`config.mk`:
```
export PLATFORM = sky130hd
export DESIGN_NAME = rrcg_alu
export DESIGN_NICKNAME = d
export VERILOG_FILES = /design/src/hdl/rrcg_pkg.sv /design/src/hdl/rrcg_alu.sv
export SDC_FILE = /design/constraint.sdc
export NUM_CORES = 1
export LEC_CHECK = 0
export BUFFER_PORTS_ARGS = -buffer_cell sky130_fd_sc_hd__buf_2
export CAP_MARGIN = 20
export CORE_UTILIZATION = 55
export DETAILED_ROUTE_END_ITERATION = 8
export GPL_TIMING_DRIVEN = 0
export PLACE_DENSITY = 0.87
export SETUP_SLACK_MARGIN = 0.3
export SLEW_MARGIN = 15
export SYNTH_ARGS = -nofsm -noshare
export SYNTH_HDL_FRONTEND = slang
export SYNTH_SLANG_ARGS = --single-unit
```
`constraint.sdc`:
```
create_clock -name clk -period 7.4 [get_ports clk]
set_clock_uncertainty 0.1 [all_clocks]
set_input_delay 0.37 -clock clk [delete_from_list [all_inputs] [get_ports clk]]
set_output_delay 0.37 -clock clk [all_outputs]
set_load 0.02 [all_outputs]
```
`src/hdl/rrcg_pkg.sv`:
```
// Shared types, constants and helpers for the radial raised-cosine gain block.
package rrcg_pkg;

  localparam int MAX_SIDE  = 512;
  localparam int HALF_SIDE = MAX_SIDE / 2;
  localparam int ADDR_W    = $clog2(HALF_SIDE);
  localparam int CNT_W     = $clog2(MAX_SIDE);
  localparam int SIDE_W    = CNT_W + 1;
  localparam int LOG_MAX   = $clog2(MAX_SIDE);
  localparam int NUM_TERMS = 11;

  localparam logic [1:0] REG_GAIN_LOW  = 2'd0;
  localparam logic [1:0] REG_GAIN_HIGH = 2'd1;
  localparam logic [1:0] REG_CUTOFF    = 2'd2;
  localparam logic [1:0] REG_SIZE_LOG2 = 2'd3;

  typedef enum logic {
    ALU_MUL,
    ALU_DIV
  } alu_op_t;

  typedef struct packed {
    logic        start;
    logic        abort;
    alu_op_t     op;
    logic [63:0] opa;
    logic [31:0] opb;
  } alu_cmd_t;

  typedef struct packed {
    logic busy;
    logic done;
  } alu_stat_t;

  // Taylor term divisor (2k-1)(2k)
  function automatic logic [15:0] term_div(input logic [3:0] k);
    logic [15:0] d;
    case (k)
      4'd1:    d = 16'd2;
      4'd2:    d = 16'd12;
      4'd3:    d = 16'd30;
      4'd4:    d = 16'd56;
      4'd5:    d = 16'd90;
      4'd6:    d = 16'd132;
      4'd7:    d = 16'd182;
      4'd8:    d = 16'd240;
      4'd9:    d = 16'd306;
      4'd10:   d = 16'd380;
      4'd11:   d = 16'd462;
      default: d = 16'd1;
    endcase
    return d;
  endfunction

endpackage

```
`src/hdl/rrcg_alu.sv`:
```
// Shared bit-serial unit: 32x32 shift-add multiply and 64/16 restoring divide.
module rrcg_alu
  import rrcg_pkg::*;
(
  input  logic        clk,
  input  logic        rst_n,
  input  alu_cmd_t    cmd,
  output alu_stat_t   stat,
  output logic [63:0] result
);

  logic [63:0] acc_r, acc_nxt;
  logic [31:0] opb_r, opb_nxt;
  logic [15:0] rem_r, rem_nxt;
  logic [5:0]  cnt_r, cnt_nxt;
  logic        busy_r, busy_nxt;
  logic        done_r, done_nxt;
  alu_op_t     op_r, op_nxt;

  logic [32:0] msum;
  logic [16:0] rem2;
  logic        ge;

  always_comb begin
    msum = {1'b0, acc_r[63:32]} + (acc_r[0] ? {1'b0, opb_r} : 33'd0);
    rem2 = {rem_r, acc_r[63]};
    ge   = rem2 >= {1'b0, opb_r[15:0]};

    acc_nxt  = acc_r;
    opb_nxt  = opb_r;
    rem_nxt  = rem_r;
    cnt_nxt  = cnt_r;
    busy_nxt = busy_r;
    done_nxt = 1'b0;
    op_nxt   = op_r;

    if (cmd.abort) begin
      busy_nxt = 1'b0;
    end else if (cmd.start) begin
      op_nxt   = cmd.op;
      opb_nxt  = cmd.opb;
      rem_nxt  = '0;
      busy_nxt = 1'b1;
      if (cmd.op == ALU_MUL) begin
        acc_nxt = {32'd0, cmd.opa[31:0]};
        cnt_nxt = 6'd31;
      end else begin
        acc_nxt = cmd.opa;
        cnt_nxt = 6'd63;
      end
    end else if (busy_r) begin
      if (op_r == ALU_MUL) begin
        acc_nxt = {msum, acc_r[31:1]};
      end else begin
        rem_nxt = ge ? 16'(rem2 - {1'b0, opb_r[15:0]}) : rem2[15:0];
        acc_nxt = {acc_r[62:0], ge};
      end
      cnt_nxt = cnt_r - 6'd1;
      if (cnt_r == 6'd0) begin
        busy_nxt = 1'b0;
        done_nxt = 1'b1;
      end
    end
  end

  always_ff @(posedge clk) begin
    acc_r <= acc_nxt;
    opb_r <= opb_nxt;
    rem_r <= rem_nxt;
    cnt_r <= cnt_nxt;
    op_r  <= op_nxt;
    if (!rst_n) begin
      busy_r <= 1'b0;
      done_r <= 1'b0;
    end else begin
      busy_r <= busy_nxt;
      done_r <= done_nxt;
    end
  end

  assign stat   = '{busy: busy_r, done: done_r};
  assign result = acc_r;

endmodule

```
Word level (Yosys, flattened, before mapping). Index checks and enable logic that the tools add are counted.

Reductions and logical operators: 8. Div/mod/pow operators: 0. Bitwise operators: 3. Eq/ne operators: 0. $lt $le $gt $ge: 1. $mul: 0. Multiplexer cells: 15. $add $sub $neg: 3. Shift operators: 0.

Operators with widths (count): 64-bit two-way mux (4); 16-bit two-way mux (3); 32-bit by 32-bit adder with 33-bit output (1); 32-bit two-way mux (1); 6-bit two-way mux (3); 17-bit by 16-bit >= comparator with 1-bit output (1); 16-bit subtractor (1); 6-bit zero test (1); 6-bit by 1-bit subtractor with 6-bit output (second input constant) (1); 1-bit two-way mux (4); 2-bit AND reduction (2); 2-bit nonzero test (2); 4-bit OR reduction (1); 1-bit NOT (3); 3-bit AND reduction (1); 2-bit OR reduction (1).

ROM bits: 0. Bits in latches: 0. Memories kept: 0. RAM bits: 0. Register bits: 121.

Depth between registers and ports, before layout.
Word-level depth: 5. Gate-level depth with buffers: 13. Gate-level depth less buffers: 12.

Worst setup path before layout. Ideal clock, no wire load.

Kind: in2reg. Start: input cmd[98] in the netlist's numbering. End: register cnt_r[0], enable pin. Required time: 6.802 ns. Arrival: 4.128 ns. Buffers on the path: 3. Stages on the path: 5. Slack: 2.674 ns. Cells stage by stage: clkbuf_1 -> clkbuf_1 -> clkbuf_1 -> nor2_1 -> nor2_1.

Cells in the longest elaborated chain, start to end: 2.

RTL lines: start, declared (line rrcg_alu.sv:7) `input alu_cmd_t cmd,`; 2-bit nonzero test (no source line); 2-bit AND reduction (no source line); end signal, assigned (line rrcg_alu.sv:70) `cnt_r <= cnt_nxt;`; end, declared (line rrcg_alu.sv:15) `logic [5:0] cnt_r, cnt_nxt;`.

No other way between the ends. A chain may end at the register's enable or synchronous reset.

Worst setup path in the final report.
Start: register acc_r[0] (netlist: result[0]). End: register acc_r[56] (netlist: result[56]) (data pin).

Cells in the longest elaborated chain, start to end: 5.

RTL lines: start, declared (line rrcg_alu.sv:12) `logic [63:0] acc_r, acc_nxt;`; start signal, assigned (line rrcg_alu.sv:67) `acc_r <= acc_nxt;`; 32-bit two-way mux (line rrcg_alu.sv:25) `msum = {1'b0, acc_r[63:32]} + (acc_r[0] ? {1'b0, opb_r} : 33'd0);`; 32-bit by 32-bit adder with 33-bit output (line rrcg_alu.sv:25); 64-bit two-way mux (line rrcg_alu.sv:52) `if (op_r == ALU_MUL) begin`; 64-bit two-way mux (line rrcg_alu.sv:51) `end else if (busy_r) begin`; 64-bit two-way mux (line rrcg_alu.sv:39) `end else if (cmd.start) begin`.

No other way between the ends. The select of a mux whose other input is x is not followed.

==> flow_metrics.tcl <==
set metrics [dict create \
    grt_pass1_wl_um 34400 \
    async_flop_share 0 \
    die_y_um 122 \
    cts_setup_buffers 0 \
    drc 0 \
    clock_latency_ps 420 \
    ys.flop_type "edfxtp_1" \
    syn_area_um2 7960 \
    min_to "opb_r[16]$_DFFE_PP_" \
    p_switching_mw 0.659 \
    slew_headroom 0.423 \
    synthMuxAreaShare 0.0553 \
    grt_max_degree 30 \
    antenna_left 0 \
    min_path_type "primary input to register" \
    synthXorXnorAreaFrac 0.0506 \
    r2r_slack_ps 3310 \
    synth_nets 963 \
    path_cells "clkbuf_1 -> and2_1 -> ha_1 -> a211oi_1 -> o21bai_1 -> a211oi_1 -> o211ai_1 -> a21oi_2 -> o221ai_1 -> a221oi_1 -> xor2_1 -> a21oi_1" \
    synth_top_family_by_area "compound AO/OA/AOI/OAI gates" \
    wl_per_cell_um 18.5 \
    critical_path.top_delay_family "compound AO/OA/AOI/OAI gates" \
    coreArea_um2 14000 \
    syn2layout_area_growth_pct 22.4 \
    ys_warn_count 0 \
    grt_pass1_vias 6827 \
    status "complete, no violations" \
    crit_path_frequent_cell "a211oi_1" \
    nets 1151 \
    grt_util_all_layers 0.305 \
    cts_resized 0 \
    drt_iter0_drc 700 \
    cts_tree "done" \
    fin_setup_tns_ps 0 \
    leakage_nw 4.24 \
    layout-drive-gt1-share 0.217 \
    internal_power_mw 1.58 \
    routed_wl_um 22100 \
    crit_buf_inv 1 \
    ys_ff_latch 121 \
    drtPass1Iterations 5 \
    htreeDepth 4 \
    cts-root-buf "clkbuf_16" \
    synth.avg_cell_area_um2 9.83 \
    start_kind "register" \
    routed_via_density 5.91 \
    cts_made_buffers 17 \
    rr_endpoint "result[56]$_DFFE_PP_" \
    synthTopCellsByArea "edfxtp_1 (45%), ha_1 (7.9%), mux2i_1 (5.5%)" \
    wl_met2_um 10700 \
    die_x_um 122 \
    vias 7051 \
    synth_common_cells "edfxtp_1 (119), nand2_1 (90), o21ai_0 (75)" \
    die_area_um2 15000 \
    place.gp.congestion 0.950 \
    cts_sinks 121 \
    clockPowerShare 0.393 \
    fin_crit_ps 4090 \
    worstHoldPathCells 1 \
    worstHoldStart "cmd[16]" \
    worst_pin_slew_ps 866 \
    final-setup-viol-count 0 \
    yosys.area_share.adder 0.0836 \
    synth_top_area_frac 0.449 \
    cts.clk_slew.worst_paths_ps 60 \
    synth_seq_area_share 0.454 \
    worstPathArrival_ps 4130 \
    p_sw_frac 0.294 \
    synth_most_common_cell "edfxtp_1" \
    wl_met3_um 1800 \
    ios 167 \
    pwr-share-comb 0.226 \
    crit_slowest_cell "edfxtp_1" \
    crit_fanout 10 \
    reg2reg_from "result[0]$_DFFE_PP_" \
    cp_slowest_stage_delay_ps 620 \
    ir_worst_vdd_mv 0.225 \
    met1_length_um 8990 \
    hold_viol 0 \
    synth_edf_count 119 \
    highest_layer "met4" \
    power.total_mw 2.24 \
    end_kind "register" \
    cp.required_ps 7440 \
    pwr-share-seq 0.381 \
    p_per_area_nw_per_um2 230 \
    grt_overflow 0 \
    yosysUniqueCellTypes 53 \
    rows 43 \
    slew_violations 0 \
    clockBufferDepth 2 \
    post-route-period-util 0.553 \
    synth_compound_area_frac 0.182 \
    antenna_found_initial 2 \
    dpl.hpwl_um 16400 \
    cts_hold_buffers 0 \
    fmax_ghz 0.244 \
    portBuffers 165 \
    path_class "register to register" \
    cap_violations 0 \
    synth-simple-area-share 0.136 \
    synth_cells 810 \
    synth_top_cell_by_area "edfxtp_1" \
    reg2reg_depth 12 \
    start_util 0.569 \
    rsz0062_at_grt "false" \
]
==> cell families after synthesis <==
family,after synthesis
buffers and inverters,81
adders and majority gates,52
muxes,44
DFF,121
AOI/OAI and AO/OA,234
xor gates and xnor gates,46
and+or+nand+nor,232
==> layout make-up <==
class | instances | area, µm²
multi-input cells | 608 | 4050
fillers | 1065 | 4240
repair buffers | 169 | 912
well taps | 180 | 225
flip-flops and latches | 121 | 3610
inverters | 38 | 143
diodes | 2 | 5.00
plain buffers | 43 | 170
clock buffers | 17 | 425
clock inverters | 15 | 199
==> per-layer routing <==
metal / global-route usage / vias to the layer above
met5: 0 / -
met4: 0.116 / 0
met3: 0.0651 / 45
met2: 0.509 / 367
met1: 0.388 / 3323
li1: - / 3316
==> flip-flops by register name, summed over array words and instances, names as in the netlist <==
register and flops:
opb_r 32, rem_r 16, cnt_r 6, op_r 1, result 64, done_r 1, busy_r 1
==> worst max-delay path by stage <==
| stage | startpoint | depth (start not counted) | slack [ps] | end |
|---|---|---|---|---|
| floorplan | cmd[98] | 5 | 2670 | cnt_r[0]$_SDFFCE_PP1P_ |
| global placement | cmd[98] | 5 | 730 | result[39]$_DFFE_PP_ |
| detailed placement | result[0]$_DFFE_PP_ | 12 | 3410 | result[56]$_DFFE_PP_ |
| CTS | result[0]$_DFFE_PP_ | 12 | 3380 | result[56]$_DFFE_PP_ |
| global route | result[0]$_DFFE_PP_ | 12 | 3040 | result[56]$_DFFE_PP_ |
| finish | result[0]$_DFFE_PP_ | 12 | 3310 | result[56]$_DFFE_PP_ |
==> power by group through the flow <==
stage                     sequential, mW  clock [mW]  combinational, mW
after global placement             0.870           0              0.475
after floorplan                    0.885           0              0.325
final                              0.856       0.881              0.507
after global routing               0.859       0.910              0.559
after detailed placement           0.867           0              0.495
after CTS                          0.854       0.886              0.502
==> metrics by stage <==
step                      setup slack [ps]  cells  hold WS (ps)   util  area [µm²]
final                                 3310   1193          19.9  0.697        9750
after detailed placement              3410   1159           392  0.652        9120
after CTS                             3380   1191          9.86  0.696        9740
after floorplan                       2670    810           354      -        7960
after global routing                  3040   1193          6.19  0.697        9750
after global placement                 727   1155           377  0.644        9010
==> cells in the final DEF, fill, tap and decap left out, types with 11 or more instances in the layout <==
cell	n
xor2_1	23
edfxtp_1	119
ha_1	50
xnor2_1	23
clkbuf_1	35
nand3_1	11
nand2b_1	12
a21oi_1	74
nor2_1	52
and2_1	35
buf_2	166
a21o_1	21
nand2_1	90
clkbuf_16	17
mux2i_1	44
o21ai_0	75
a211oi_1	11
inv_1	38
No activity file was read; power rests on OpenSTA's default activity.
